## src/rtl/core/rfa_pkg.sv

```systemverilog
// ----------------------------------------------------------------------------
// rfa_pkg
// Shared types and constants of the rational fraction ALU.
// ----------------------------------------------------------------------------
package rfa_pkg;

    localparam int RFA_QUEUE_DEPTH = 2;
    localparam int RFA_IN_W        = 32;
    localparam int RFA_WORK_W      = 64;

    typedef enum logic [2:0] {
        OP_ADD = 3'd0,
        OP_SUB = 3'd1,
        OP_MUL = 3'd2,
        OP_DIV = 3'd3,
        OP_EQ  = 3'd4,
        OP_GT  = 3'd5,
        OP_LT  = 3'd6,
        OP_NOP = 3'd7
    } t_opc;

    typedef struct packed {
        t_opc                       op;
        logic signed [RFA_IN_W-1:0] na;
        logic signed [RFA_IN_W-1:0] da;
        logic signed [RFA_IN_W-1:0] nb;
        logic signed [RFA_IN_W-1:0] db;
    } t_job;

    typedef struct packed {
        logic push;
        logic full;
    } t_front_ctl;

    typedef enum logic [1:0] {
        RED_IDLE,
        RED_GCD,
        RED_DIV
    } t_red_state;

    typedef enum logic [3:0] {
        BK_IDLE,
        BK_NA_GO,
        BK_NA_WAIT,
        BK_NB_GO,
        BK_NB_WAIT,
        BK_MUL,
        BK_EVAL,
        BK_RED_GO,
        BK_RED_WAIT,
        BK_OUT
    } t_bk_state;

endpackage

```

## src/rtl/core/rfa_queue.sv

```systemverilog
// ----------------------------------------------------------------------------
// rfa_queue
// Short job queue between the front and back parts.
// ----------------------------------------------------------------------------
module rfa_queue #(
    parameter int DEPTH = rfa_pkg::RFA_QUEUE_DEPTH
) (
    input  logic          i_clk,
    input  logic          i_rst_n,
    input  logic          i_push,
    input  rfa_pkg::t_job i_job,
    output logic          o_full,
    input  logic          i_pop,
    output logic          o_valid,
    output rfa_pkg::t_job o_job
);
    import rfa_pkg::*;

    localparam int PW = $clog2(DEPTH);
    localparam int CW = $clog2(DEPTH + 1);

    t_job            r_mem [DEPTH];
    logic [PW-1:0]   r_wp, n_wp;
    logic [PW-1:0]   r_rp, n_rp;
    logic [CW-1:0]   r_cnt, n_cnt;

    always_comb begin
        n_wp  = r_wp;
        n_rp  = r_rp;
        n_cnt = r_cnt;
        if (i_push) begin
            n_wp = (r_wp == PW'(DEPTH - 1)) ? '0 : r_wp + 1'b1;
        end
        if (i_pop) begin
            n_rp = (r_rp == PW'(DEPTH - 1)) ? '0 : r_rp + 1'b1;
        end
        if (i_push && !i_pop) begin
            n_cnt = r_cnt + 1'b1;
        end else if (i_pop && !i_push) begin
            n_cnt = r_cnt - 1'b1;
        end
    end

    always_ff @(posedge i_clk) begin
        if (!i_rst_n) begin
            r_wp  <= '0;
            r_rp  <= '0;
            r_cnt <= '0;
        end else begin
            r_wp  <= n_wp;
            r_rp  <= n_rp;
            r_cnt <= n_cnt;
        end
    end

    always_ff @(posedge i_clk) begin
        if (i_push) begin
            r_mem[r_wp] <= i_job;
        end
    end

    assign o_full  = (r_cnt == CW'(DEPTH));
    assign o_valid = (r_cnt != '0);
    assign o_job   = r_mem[r_rp];

endmodule

```

## config.mk

```make
export PLATFORM = sky130hd
export DESIGN_NAME = rfa_queue
export DESIGN_NICKNAME = d
export VERILOG_FILES = /design/src/rtl/core/rfa_pkg.sv /design/src/rtl/core/rfa_queue.sv
export SDC_FILE = /design/constraint.sdc
export NUM_CORES = 1
export LEC_CHECK = 0
export ABC_AREA = 1
export BUFFER_PORTS_ARGS = -buffer_cell sky130_fd_sc_hd__buf_2
export CAP_MARGIN = 5
export CORE_ASPECT_RATIO = 1.4
export CORE_MARGIN = 2
export CORE_UTILIZATION = 30
export CTS_CLUSTER_SIZE = 30
export DETAILED_ROUTE_END_ITERATION = 12
export PLACE_DENSITY_LB_ADDON = 0.25
export SYNTH_ARGS = -nofsm -noshare
export SYNTH_HDL_FRONTEND = slang
export SYNTH_SLANG_ARGS = --single-unit
```

## constraint.sdc

```tcl
create_clock -name i_clk -period 10.4 [get_ports i_clk]
set_input_delay 1.56 -clock i_clk [delete_from_list [all_inputs] [get_ports i_clk]]
set_output_delay 1.56 -clock i_clk [all_outputs]
set_load 0.01 [all_outputs]
```

=== Yosys cells after proc, flatten, opt, wreduce, memory -nomap -nowiden ===
Memories as Yosys holds them, arrays and structs flattened. A register that Yosys moved wholly into a read port is not among the register bits.
Cells that the tools add are included.

* Div/mod/pow operators: 0
* Add/subtract/negate cells: 4
* $mul: 0
* Muxes and demuxes: 8
* Reductions and logical operators: 6
* Magnitude comparators: 0
* Bitwise gates (word level): 0
* Shift-type cells: 0
* Eq/ne operators: 1

{| class="wikitable"
|+ Operators by type and width
! operator !! number
|-
| 1-bit 2-to-1 mux || 6
|-
| 2-bit 2-to-1 mux || 2
|-
| 2-bit nonzero test || 2
|-
| 1-bit adder, second input constant || 2
|-
| 2-bit by 1-bit adder with 2-bit output, second input constant || 1
|-
| 2-bit == test, second input constant || 1
|-
| 1-bit logical AND || 2
|-
| 1-bit logical NOT || 2
|-
| 2-bit by 1-bit subtractor with 2-bit output, second input constant || 1
|}

* RAM bits: 262
* Register bits after elaboration: 4
* Output and inout bits: 133
* Bits in latches: 0
* Memories: 1
* Input port bits: 135
* Bits in read-only memories: 0
* Word-level logic and storage cells: 23

{| class="wikitable"
|+ Memory list
! name !! words !! width !! read ports !! clocked after Yosys merged registers in !! write ports !! RTL line !! RTL
|-
| r_mem || 2 || 131 || 1 || 1 || 1 || rfa_queue.sv:22 || <nowiki>t_job r_mem [DEPTH];</nowiki>
|}

=== Logic depth before layout (Yosys ltp) ===
* Word-level depth: 4
* Depth in mapped cells: 8

=== Worst setup path after synthesis ===
OpenSTA, ideal clock, no wires.

* Path type: input-to-reg
* From: input i_push
* To: memory r_mem[0][0] in the netlist's numbering, enable pin
* Data arrival time: 7.079 ns
* Library setup time: 0.626 ns
* Slack: 2.695 ns
* Stages: 2
* Cell sequence: inv_1 -> nor2_1

* Cells in the longest elaborated chain, start to end: 2

{| class="wikitable"
|+ Ends and longest elaborated chain
! element !! RTL line !! RTL
|-
| from (decl) || rfa_queue.sv:10 || <nowiki>input logic i_push,</nowiki>
|-
| 1-bit 2-to-1 mux || rfa_queue.sv:57 || <nowiki>if (i_push) begin</nowiki>
|-
| 1-bit 2-to-1 mux (implied by the code) || rfa_queue.sv:58 || <nowiki>r_mem[r_wp] <= i_job;</nowiki>
|-
| to (decl) || rfa_queue.sv:22 ||
|}

Every way passes these cells.

==> key figures <==
Power
  • Pwr per Cell Area: 196 nW/µm²
  • Leak: 4.97 nW
  • Switch share: 21.5%
  • Switching power: about 540 µW
  • Max VDD drop: around 0.13 mV
  • Int Power: 1.97 mW
  • Combinational share of power: 9.3%
  • Reg power frac: 50.4%
  • Total power: 2.51 mW
  • Clock power frac: 40.3%

Clock tree
  • Clock-pin slew on the worst setup and hold paths: about 0.06 ns
  • Htree depth: 1
  • CTS tree: yes
  • Clk sink count: 267
  • CTS Hold Bufs: 0
  • Quantity of gates resized following cts: 0
  • Worst skew pair latency: 0.53 ns
  • Clock buffer depth: 3
  • Root Driver: clkbuf_16
  • Post-CTS Setup Bufs: 0
  • Number of CTS-inserted buffers: 28

Setup path
  • CP cell instances: buf_4 -> mux2_2 -> buf_2
  • Crit path DAT: between 2 and 3 ns
  • Slowest Stage Delay on Critical Path: 0.85 ns
  • CP top delay family: buffers and inverters
  • Levels on crit path: 3
  • Worst Setup End Kind: output pin
  • Worst Path Max Fanout: 56
  • Critical path type: flop to output pin
  • R2R depth: 3
  • CP bufs+invs: 2
  • Critical path's slowest cell: buf_4
  • Crit path launch type: flop
  • Worst EP required: between 8 and 9 ns

Detailed routing
  • Drt first pass iters: 4
  • Vias per cell: 4.13
  • Wire length per cell: 16.5 µm
  • DRT antenna net count: 0
  • Final WL: around 20000 µm
  • DRC violations left: 0
  • Number of DRC markers in iteration 0: 188
  • Via count: 4942

Logic synthesis
  • Synth Register Bits: 267
  • Cell Area, Synth: 10100 µm²
  • Synthesized area per cell: 22.7 µm²
  • Register area share after synthesis: 79.2%
  • Synth Instances: roughly 440
  • Post-synth cell types: 15
  • Net count after synthesis: 579
  • Yosys warns: 0

Final layout
  • Layout cell share with drive strength beyond 1: 60.0%
  • Fin nets: about 870
  • Area delta synth->final: 27.3%
  • Design Area, Final: 12800 µm²

Die
  • DIE HEIGHT: 221 µm
  • Core footprint: 33100 µm²
  • IO Count: ~270
  • Die area: 35000 µm²
  • Starting Density: 30.4%
  • Die width: 159 µm
  • # rows: 79

Timing
  • RSZ-0062 raised after global routing: no
  • Fin crit share: 40.6%
  • Setup-failing EPs final: 0
  • Setup tns final: 0 ns
  • Final Max Slew Viols: 0
  • Pin slew with the least headroom to its limit: 1.05 ns
  • Fin crit period: 4.22 ns
  • Final Skew: 0.00419 ns
  • Fin. Hold Viols: 0
  • Fmax: about 240 MHz
  • Worst slew margin: a little under a third
  • Worst setup margin: 6.18 ns

Place
  • Gp weighted congestion: 0.675
  • DP Worst Slack: 6.53 ns
  • IO buf count: 267
  • Area after DPL: 11900 µm²
  • Post-DP HPWL: 13000 µm

Global route
  • Initial antenna violation count: 3
  • First-pass GRT wire length: 28900 µm
  • Number of global-route vias before repair: 5036
  • Largest net degree at the start of global routing: 72
  • Remaining global-route overflow: 0
  • Total track usage: 10.7%

Min path
  • Worst Hold Depth: 2
  • Worst Hold Class: flop to flop

Job
  • Maximum capacitance violations: 0

Outcome
  • Status: completed
-- metal layers --
metal | global-route usage [%] | wire [µm]
met1 | 11.4 | 7160
met2 | 19.7 | 10600
met3 | 3.77 | 1650
met4 | 3.67 | 329
met5 | 0 | 23
-- registers in the layout, indices dropped and copies added (netlist names), named ones only --
register and cells:
r_mem 262, r_cnt 2, r_wp 1, r_rp 1
-- synth_stat cells --
| cell | count | area (µm²) |
|---|---|---|
| dfxtp_1 | 5 | 100 |
| a21oi_1 | 1 | 5.00 |
| nand2_1 | 9 | 33.8 |
| mux2_2 | 41 | 462 |
| mux2_4 | 90 | 1350 |
| nand4_1 | 1 | 6.26 |
| nand3_1 | 1 | 5.00 |
| o21ai_0 | 1 | 5.00 |
| ha_1 | 1 | 12.5 |
| buf_2 | 4 | 20.0 |
| nor2_1 | 8 | 30.0 |
| buf_8 | 1 | 15.0 |
| buf_6 | 10 | 113 |
| edfxtp_1 | 262 | 7870 |
| inv_1 | 8 | 30.0 |
-- final cells by class --
class | count | area, µm²
Tap cell | 445 | 557
Multi-Input combinational cell | 153 | 1920
Fill cell | 3088 | 20300
Sequential cell | 267 | 7970
Clock inverter | 23 | 225
Clock buffer | 29 | 726
Antenna cell | 1 | 2.50
Inverter | 8 | 32.5
Timing Repair Buffer | 272 | 1370
-- path summary, 6_finish.rpt --
check | start | to | slack [ns]
min | r_rp | r_rp | 0.52
min reg2reg | r_rp | r_rp | 0.52
max reg2reg | r_wp | r_mem[1][14] | 7.87
max | flop | o_job[113] | 6.18
-- layout by cell type (no fill, tap or decap), drive strengths merged, types with 3 or more instances in the layout --
cell      netlist  layout
nor2            8       8
nand2           9       9
clkinv          0      15
edfxtp        262     262
inv             8       9
buf            15     272
bufinv          0       4
dfxtp           5       5
clkinvlp        0       3
clkbuf          0      29
mux2          131     131
-- power by group through the flow --
stage	clock [mW]	sequential, mW	combinational (mW)
floorplan	0	1.29	0.145
global placement	0	1.28	0.238
detailed placement	0	1.29	0.240
CTS	1.05	1.26	0.241
global route	1.09	1.27	0.253
finish	1.01	1.26	0.234
-- stage by stage --
step	hold WS (ns)	cells	utilization, %
finish	0.520	1198	38.7
global route	0.562	1197	38.7
global placement	0.476	1145	35.8
detailed placement	0.508	1145	35.8
CTS	0.523	1197	38.7
floorplan	0.463	443	-
-- cell families (layout without fill, tap and decap cells) --
| group | Yosys count | count (layout) | synth area share [%] |
|---|---|---|---|
| other | 0 | 1 | 0 |
| DFF | 267 | 267 | 79.2 |
| adders and majority gates | 1 | 1 | 0.124 |
| muxes | 131 | 131 | 18.0 |
| and+or+nand+nor | 19 | 19 | 0.747 |
| AOI/OAI and AO/OA | 2 | 2 | 0.0994 |
| buffers and inverters | 23 | 332 | 1.77 |
-- worst reg2reg max path: stages (launching register included) --
cell	delay (ns)
dfxtp_1	0.39
nand2_1	0.13
inv_4	0.69
buf_4	0.90
Power figures use the tool's default switching activity.
