### config.mk
export PLATFORM = sky130hd
export DESIGN_NAME = rfa_front
export DESIGN_NICKNAME = d
export VERILOG_FILES = /design/src/rtl/core/rfa_pkg.sv /design/src/rtl/core/rfa_front.sv
export SDC_FILE = /design/constraint.sdc
export NUM_CORES = 1
export LEC_CHECK = 0
export ABC_AREA = 1
export ABC_CLOCK_PERIOD_IN_PS = 850
export BUFFER_PORTS_ARGS = -buffer_cell sky130_fd_sc_hd__clkbuf_2
export CAP_MARGIN = 25
export CORE_AREA = 3 3 103 105
export DETAILED_ROUTE_END_ITERATION = 6
export DIE_AREA = 0 0 106 108
export PLACE_DENSITY = 0.49
export SYNTH_ARGS = -nofsm -noshare
export SYNTH_HDL_FRONTEND = slang
export SYNTH_SLANG_ARGS = --single-unit
### constraint.sdc
create_clock -name vclk -period 0.85
set_input_delay 0.17 -clock vclk [all_inputs]
set_output_delay 0.17 -clock vclk [all_outputs]
set_load 0.03 [all_outputs]
### src/rtl/core/rfa_pkg.sv
// ----------------------------------------------------------------------------
// rfa_pkg
// Shared types and constants of the rational fraction ALU.
// ----------------------------------------------------------------------------
package rfa_pkg;

    localparam int RFA_QUEUE_DEPTH = 2;
    localparam int RFA_IN_W        = 32;
    localparam int RFA_WORK_W      = 64;

    typedef enum logic [2:0] {
        OP_ADD = 3'd0,
        OP_SUB = 3'd1,
        OP_MUL = 3'd2,
        OP_DIV = 3'd3,
        OP_EQ  = 3'd4,
        OP_GT  = 3'd5,
        OP_LT  = 3'd6,
        OP_NOP = 3'd7
    } t_opc;

    typedef struct packed {
        t_opc                       op;
        logic signed [RFA_IN_W-1:0] na;
        logic signed [RFA_IN_W-1:0] da;
        logic signed [RFA_IN_W-1:0] nb;
        logic signed [RFA_IN_W-1:0] db;
    } t_job;

    typedef struct packed {
        logic push;
        logic full;
    } t_front_ctl;

    typedef enum logic [1:0] {
        RED_IDLE,
        RED_GCD,
        RED_DIV
    } t_red_state;

    typedef enum logic [3:0] {
        BK_IDLE,
        BK_NA_GO,
        BK_NA_WAIT,
        BK_NB_GO,
        BK_NB_WAIT,
        BK_MUL,
        BK_EVAL,
        BK_RED_GO,
        BK_RED_WAIT,
        BK_OUT
    } t_bk_state;

endpackage

### src/rtl/core/rfa_front.sv
// ----------------------------------------------------------------------------
// rfa_front
// Input side: accepts transactions, decodes the opcode, maps zero
// denominators to one and pushes the job into the queue.
// ----------------------------------------------------------------------------
module rfa_front (
    input  logic                         i_valid,
    output logic                         o_ready,
    input  logic [2:0]                   i_opcode,
    input  logic signed [31:0]           i_num_a,
    input  logic signed [31:0]           i_den_a,
    input  logic signed [31:0]           i_num_b,
    input  logic signed [31:0]           i_den_b,
    input  logic                         i_full,
    output rfa_pkg::t_front_ctl          o_ctl,
    output rfa_pkg::t_job                o_job
);
    import rfa_pkg::*;

    t_opc op;

    always_comb begin
        op = t_opc'(i_opcode);
    end

    always_comb begin
        o_job.op = op;
        o_job.na = i_num_a;
        o_job.da = (i_den_a == '0) ? 32'sd1 : i_den_a;
        o_job.nb = i_num_b;
        o_job.db = (i_den_b == '0) ? 32'sd1 : i_den_b;
    end

    assign o_ready    = !i_full;
    assign o_ctl.full = i_full;
    assign o_ctl.push = i_valid && !i_full;

endmodule

# Word level (Yosys, flattened, before mapping)
# Index checks and enable logic that the tools add are counted.
# W data, S select, Z words.
[word_totals]
register_bits = 0
latchBits = 0
mem_bits_rw = 0
rom_bits = 0
in_bits = 133
out_inout_bits = 134
wordCells = 6
mem_count = 0
[classes]
add_sub_neg = 0
mul = 0
div_mod_pow = 0
magnitude_cmp = 0
eq_ne = 0
n_shift = 0
muxes = 2
n_bitwise = 0
reduce_logical = 4
[ops]
columns = ["cell", "n"]
rows = [
  ["$logic_not A32 Y1", 2],
  ["$mux W32", 2],
  ["$logic_and A1 B1 Y1", 1],
  ["$logic_not A1 Y1", 1],
]

# Logic depth before layout (Yosys ltp)
# Gate-level depths: netlist of the first run.
[depth]
word_depth = 2
mapped_depth = 5
ltp_nobuf = 5

# Least setup slack after synthesis of the first run
# Ideal clock, no wire load.
[synth_timing]
kind = "in2out"
startpoint = "input port i_den_b[8]"
endpoint = "output port o_job[0] (netlist name)"
arrival_time_ps = 905
t_required_ps = 680
slack_ps = -225
cell_stages = 5
n_path_buf = 0
cell_sequence = "nor2_1 > nand2_1 > nor2_1 > nand2_1 > o21ai_1"
[synth_rtl]
columns = ["item", "line", "text"]
rows = [
  ["start, declared", "rfa_front.sv:13", "input logic signed [31:0] i_den_b,"],
  ["end, declared", "rfa_front.sv:16", "output rfa_pkg::t_job o_job"],
]

==> metrics.csv, run 1 <==
stage;metric;value;unit
synthesis;sequential element share of the synthesized area;0;
synthesis;cell area after synthesis;997;um^2
sta;count of pins over their slew limit;0;
route;routed via count divided by cell count;3.31;
sta;final critical-path required period;1.11;ns
setup_path;cell type group with the largest total delay on the critical path;simple AND/OR/NAND/NOR gates;
sta;ratio of final minimum period to clock period;1.31;
place;placed inst area;1510;um^2
synthesis;synth unique cells;6;
worst_hold_path;Worst Hold Class;in2out;
global_routing;total overflow reported by the global router;0;
floorplanning;Initial Util;0.102;
route;post-detailed-routing wire length;4.65;mm
floorplanning;width of the die;106;um
synthesis;gate count of the mapped netlist;197;
floorplanning;overall die area;11400;um^2
cells_and_area;share of final-layout standard cells stronger than drive strength 1;0.842;
floorplanning;die outline height;108;um
place;port buffer count;133;
sta;final-report setup violation count;2;
pwr;Final Power;0.00105;W
sta;RSZ-0062 raised after global routing;yes;
cells_and_area;antenna diode instance count;0;
route;count of unresolved DRC violations after routing;0;
place;worst slack at placement;-0.331;ns
floorplanning;# rows;36;
setup_path;type of element launching the critical path;input pin;
global_routing;largest net degree at the start of global routing;4;
pwr;total leakage power;0.928;nW
sta;Final Hold Violating Endpoints;0;
outcome;violated checks;negative setup slack;
global_routing;vias in the first global route;1273;
place;global placement routability congestion;0.766;
global_routing;Global Route Usage Sum;0.0674;
global_routing;antenna violations before repair;0;
sta;crit path setup slack, layout;-0.264;ns
setup_path;type of the worst setup path;in2out;
cts;Post-CTS Setup Repair Bufs;0;
global_routing;first-pass GRT wire length;6.27;mm
pwr;power density of the placed cells;625;nW/um^2
setup_path;buffer and inverter count on the worst path;2;
cells_and_area;Seq Cell Count;0;
sta;worst rel slew slack;0.862;
sta;transition time at the pin with the least slew margin;0.207;ns
floorplanning;core area;9730;um^2
cells_and_area;number of clock buffer instances in the layout;0;
route;total via count after detailed routing;1259;
setup_path;CP Cell Sequence;buf_8, nor2_4, nand2_2, nor2_4, nand2_2, o21ai_4, buf_8;
synthesis;Avg Inst Size Synth;5.06;um^2
route;count of TritonRoute iterations in the first routing pass;2;
setup_path;CP max stage delay;0.16;ns
cells_and_area;final cell area excluding filler cells;1680;um^2
synthesis;post-synthesis net count;330;
setup_path;data arrival time of the critical path;0.94;ns
pwr;peak supply drop;0.292;mV
sta;maximum frequency from static timing analysis;0.897;GHz
floorplanning;I/O pin count;267;
setup_path;CP Capture Type;output pin;
sta;worst hold margin;0.340;ns
run;number of maximum-capacitance constraint violations;0;
cells_and_area;final layout net count;382;
setup_path;CP required;0.68;ns
route;Detail Route Antenna Nets;0;
cells_and_area;layout-stage area growth over the synthesis result;68.6;%
cells_and_area;Finished Core Util;0.173;
outcome;status;finished, violations left;
place;placed wire-length estimate after detailed placement;4.28;mm
setup_path;library cell contributing the largest single delay on the critical path;sky130_fd_sc_hd__o21ai_4;
setup_path;CP max FO;2;
route;Routed wire per std cell;12.2;um
route;initial detailed-routing violation count;14;
cells_and_area;total area of sequential cells;0;um^2
synthesis;number of warnings reported in the yosys synthesis log;0;
## cell usage after synthesis
cell                        n  area share
sky130_fd_sc_hd__nor2_1    41        0.15
sky130_fd_sc_hd__inv_1      4       0.015
sky130_fd_sc_hd__o21ai_1    2       0.010
sky130_fd_sc_hd__buf_4     68        0.51
sky130_fd_sc_hd__clkbuf_1  62        0.23
sky130_fd_sc_hd__nand2_1   20       0.075
## cell families after synthesis
logic type	Yosys count	share of synthesized area
AO/OA/AOI/OAI	2	0.0100
AND/OR/NAND/NOR	61	0.230
buffers and inverters	134	0.760
## cell usage in the layout (no fill, tap or decap)
cell / synthesis / layout
sky130_fd_sc_hd__nor2_2: 0 / 12
sky130_fd_sc_hd__o21ai_4: 0 / 2
sky130_fd_sc_hd__clkbuf_2: 0 / 117
sky130_fd_sc_hd__buf_8: 0 / 4
sky130_fd_sc_hd__nor2_4: 0 / 10
sky130_fd_sc_hd__nand2_2: 0 / 4
sky130_fd_sc_hd__buf_4: 68 / 48
sky130_fd_sc_hd__nand2_1: 20 / 16
sky130_fd_sc_hd__buf_6: 0 / 10
sky130_fd_sc_hd__buf_2: 0 / 1
sky130_fd_sc_hd__inv_1: 4 / 4
sky130_fd_sc_hd__nor2_1: 41 / 19
## routing by layer
metal  up-vias  wire length (um)  GRT usage
met5         -                 0          0
met4         0               224     0.0315
met3        26               723     0.0227
met2       134              2580      0.151
met1       531              1130     0.0481
li1        568                 -          -
## path summary, 6_finish.rpt
| check | slack (ns) | end | from | depth (start not counted) |
|---|---|---|---|---|
| min | 0.34 | o_job[100] | i_num_a[4] | 0 |
| max | -0.26 | o_job[64] | i_den_a[7] | 7 |
## stage by stage
stage | cells | TNS [ns]
2_1_floorplan | 197 | -0.0775
3_3_place_gp | 380 | -0.630
3_5_place_dp | 380 | -0.650
4_1_cts | 380 | -0.536
5_1_grt | 380 | -0.602
6_report | 380 | -0.515
## where the power goes
part	switching, W	internal [W]	total, W
logic	0.000607	0.000443	0.00105
clock network	0	0	0
registers	0	0	0
total	0.000607	0.000443	0.00105
## layout make-up
class                           count  area [um^2]
Multi-Input combinational cell     63          377
Timing Repair Buffer              180         1120
Fill cell                        1154         8050
Tap cell                          133          166
Inverter                            4         15.0
## timing repair
item / in CTS / in global routing
hold buffers: 0 / 0
endpoints found under the setup margin: 2 / 2
resized for setup: 5 / 53
pin swaps: 9 / 28
No activity file was read; power rests on OpenSTA's default activity.
==> run 2, diff against run 1 <==
--- a/config.mk
+++ b/config.mk
@@ -9,3 +9,3 @@
 export ABC_CLOCK_PERIOD_IN_PS = 850
-export BUFFER_PORTS_ARGS = -buffer_cell sky130_fd_sc_hd__clkbuf_2
+export BUFFER_PORTS_ARGS = -buffer_cell sky130_fd_sc_hd__buf_4
 export CAP_MARGIN = 25
==> constraint.sdc (replaced) <==
create_clock -name vclk -period 0.85
set_input_delay 0.0425 -clock vclk [all_inputs]
set_output_delay 0.0425 -clock vclk [all_outputs]
set_load 0.03 [all_outputs]
==> metrics.csv, run 2 (synthesis results as in run 1) <==
stage;metric;value;unit
place;global placement routability congestion;0.638;
place;placed wire-length estimate after detailed placement;3.88;mm
cells_and_area;final layout net count;338;
sta;count of pins over their slew limit;0;
pwr;Reg power frac;0;
setup_path;data arrival time of the critical path;0.80;ns
cells_and_area;number of clock buffer instances in the layout;0;
floorplanning;core area;9730;um^2
pwr;peak supply drop;0.198;mV
global_routing;total overflow reported by the global router;0;
global_routing;Global Route Usage Sum;0.0578;
cells_and_area;most common library cell in the layout ignoring fill and taps;sky130_fd_sc_hd__buf_4;
pwr;Internal Dissipation;0.000475;W
route;initial detailed-routing violation count;29;
setup_path;library cell contributing the largest single delay on the critical path;sky130_fd_sc_hd__buf_4;
route;post-detailed-routing wire length;4.32;mm
sta;worst hold margin;0.0850;ns
route;Routed wire per std cell;12.9;um
sta;final critical-path required period;0.844;ns
sta;RSZ-0062 raised after global routing;yes;
cells_and_area;antenna diode instance count;0;
pwr;power density of the placed cells;656;nW/um^2
cells_and_area;layout-stage area growth over the synthesis result;60.1;%
cells_and_area;share of final-layout standard cells stronger than drive strength 1;0.773;
sta;ratio of final minimum period to clock period;0.993;
floorplanning;# rows;36;
setup_path;type of the worst setup path;in2out;
global_routing;antenna violations before repair;0;
outcome;status;complete, no violations;
route;Detail Route Antenna Nets;0;
setup_path;CP max FO;2;
pwr;switching fraction of total power;0.546;
run;number of maximum-capacitance constraint violations;0;
floorplanning;Initial Util;0.102;
pwr;total leakage power;0.785;nW
setup_path;CP required;0.81;ns
floorplanning;die outline height;108;um
global_routing;vias in the first global route;979;
route;count of unresolved DRC violations after routing;0;
setup_path;CP max stage delay;0.18;ns
setup_path;CP Capture Type;output pin;
sta;final-report setup violation count;0;
floorplanning;width of the die;106;um
floorplanning;overall die area;11400;um^2
pwr;share of total power in combinational logic;1.000;
route;count of TritonRoute iterations in the first routing pass;4;
global_routing;largest net degree at the start of global routing;4;
sta;worst rel slew slack;0.920;
pwr;Final Power;0.00105;W
cells_and_area;Seq Cell Count;0;
cells_and_area;leading cell types in the layout, fill and taps excluded;sky130_fd_sc_hd__buf_4 (119), sky130_fd_sc_hd__nor2_1 (22), sky130_fd_sc_hd__nand2_1 (18);
sta;transition time at the pin with the least slew margin;0.119;ns
global_routing;first-pass GRT wire length;5.25;mm
cells_and_area;total area of sequential cells;0;um^2
pwr;portion of total power attributed to the clock network;0;
pwr;P_sw;0.000572;W
route;routed via count divided by cell count;3.17;
floorplanning;I/O pin count;267;
worst_hold_path;Worst Hold Class;in2out;
sta;Final Hold Violating Endpoints;0;
place;port buffer count;133;
setup_path;type of element launching the critical path;input pin;
setup_path;CP Cell Sequence;buf_6, nor2_2, nand2_1, nor2_2, nand2_1, o21ai_1, buf_4;
route;total via count after detailed routing;1066;
sta;maximum frequency from static timing analysis;1.18;GHz
==> run 2: power by group through the flow <==
stage	logic, W	clock network (W)	registers (W)
finish	0.00105	0	0
floorplan	0.00109	0	0
detailed placement	0.000981	0	0
global route	0.00110	0	0
CTS	0.000996	0	0
global placement	0.000977	0	0
==> run 2: routing by layer <==
layer / vias up / share of wire / GRT usage
met5: - / 0 / 0
met4: 0 / 0.065 / 0.0379
met3: 32 / 0.16 / 0.0197
met2: 122 / 0.51 / 0.113
met1: 440 / 0.27 / 0.0495
li1: 472 / - / -
==> run 2: metrics by stage <==
| stage | std cells | instance area (um^2) | setup WS (ns) | util | TNS [ns] |
|---|---|---|---|---|---|
| global route | 336 | 1600 | -0.0624 | 0.164 | -0.0967 |
| global placement | 336 | 1440 | -0.0820 | 0.148 | -0.0848 |
| floorplan | 197 | 997 | 0.0301 | - | 0 |
| finish | 336 | 1600 | 0.00594 | 0.164 | 0 |
| detailed placement | 336 | 1440 | -0.0877 | 0.148 | -0.0877 |
| CTS | 336 | 1470 | -0.0113 | 0.151 | -0.0113 |
==> run 2: final timing paths <==
check,startpoint,endpoint,slack [ns],cells past startpoint
worst max-delay path,i_den_a[6],o_job[64],0.006,7
worst min-delay path,i_num_b[9],o_job[41],0.09,0
==> run 2: critical path: cells and delay by family <==
kind / cells / cell delay (ns)
and+or+nand+nor: 4 / 0.34
AOI/OAI and AO/OA: 1 / 0.14
buffers and inverters: 2 / 0.27
==> run 2: repair_timing <==
item | 4_1_cts | 5_1_grt
buffers inserted | 0 | 0
hold endpoints to repair | 0 | 0
pin swaps | 10 | 23
setup endpoints to repair | 1 | 2
cloned | 0 | 0
resized for setup | 9 | 37
hold buffers | 0 | 0
==> run 2: area by class of cell <==
cell class,instances,area [um^2]
multi-input cells,63,327
repair buffers,136,1090
fillers,1126,8130
inverters,4,15.0
well taps,133,166
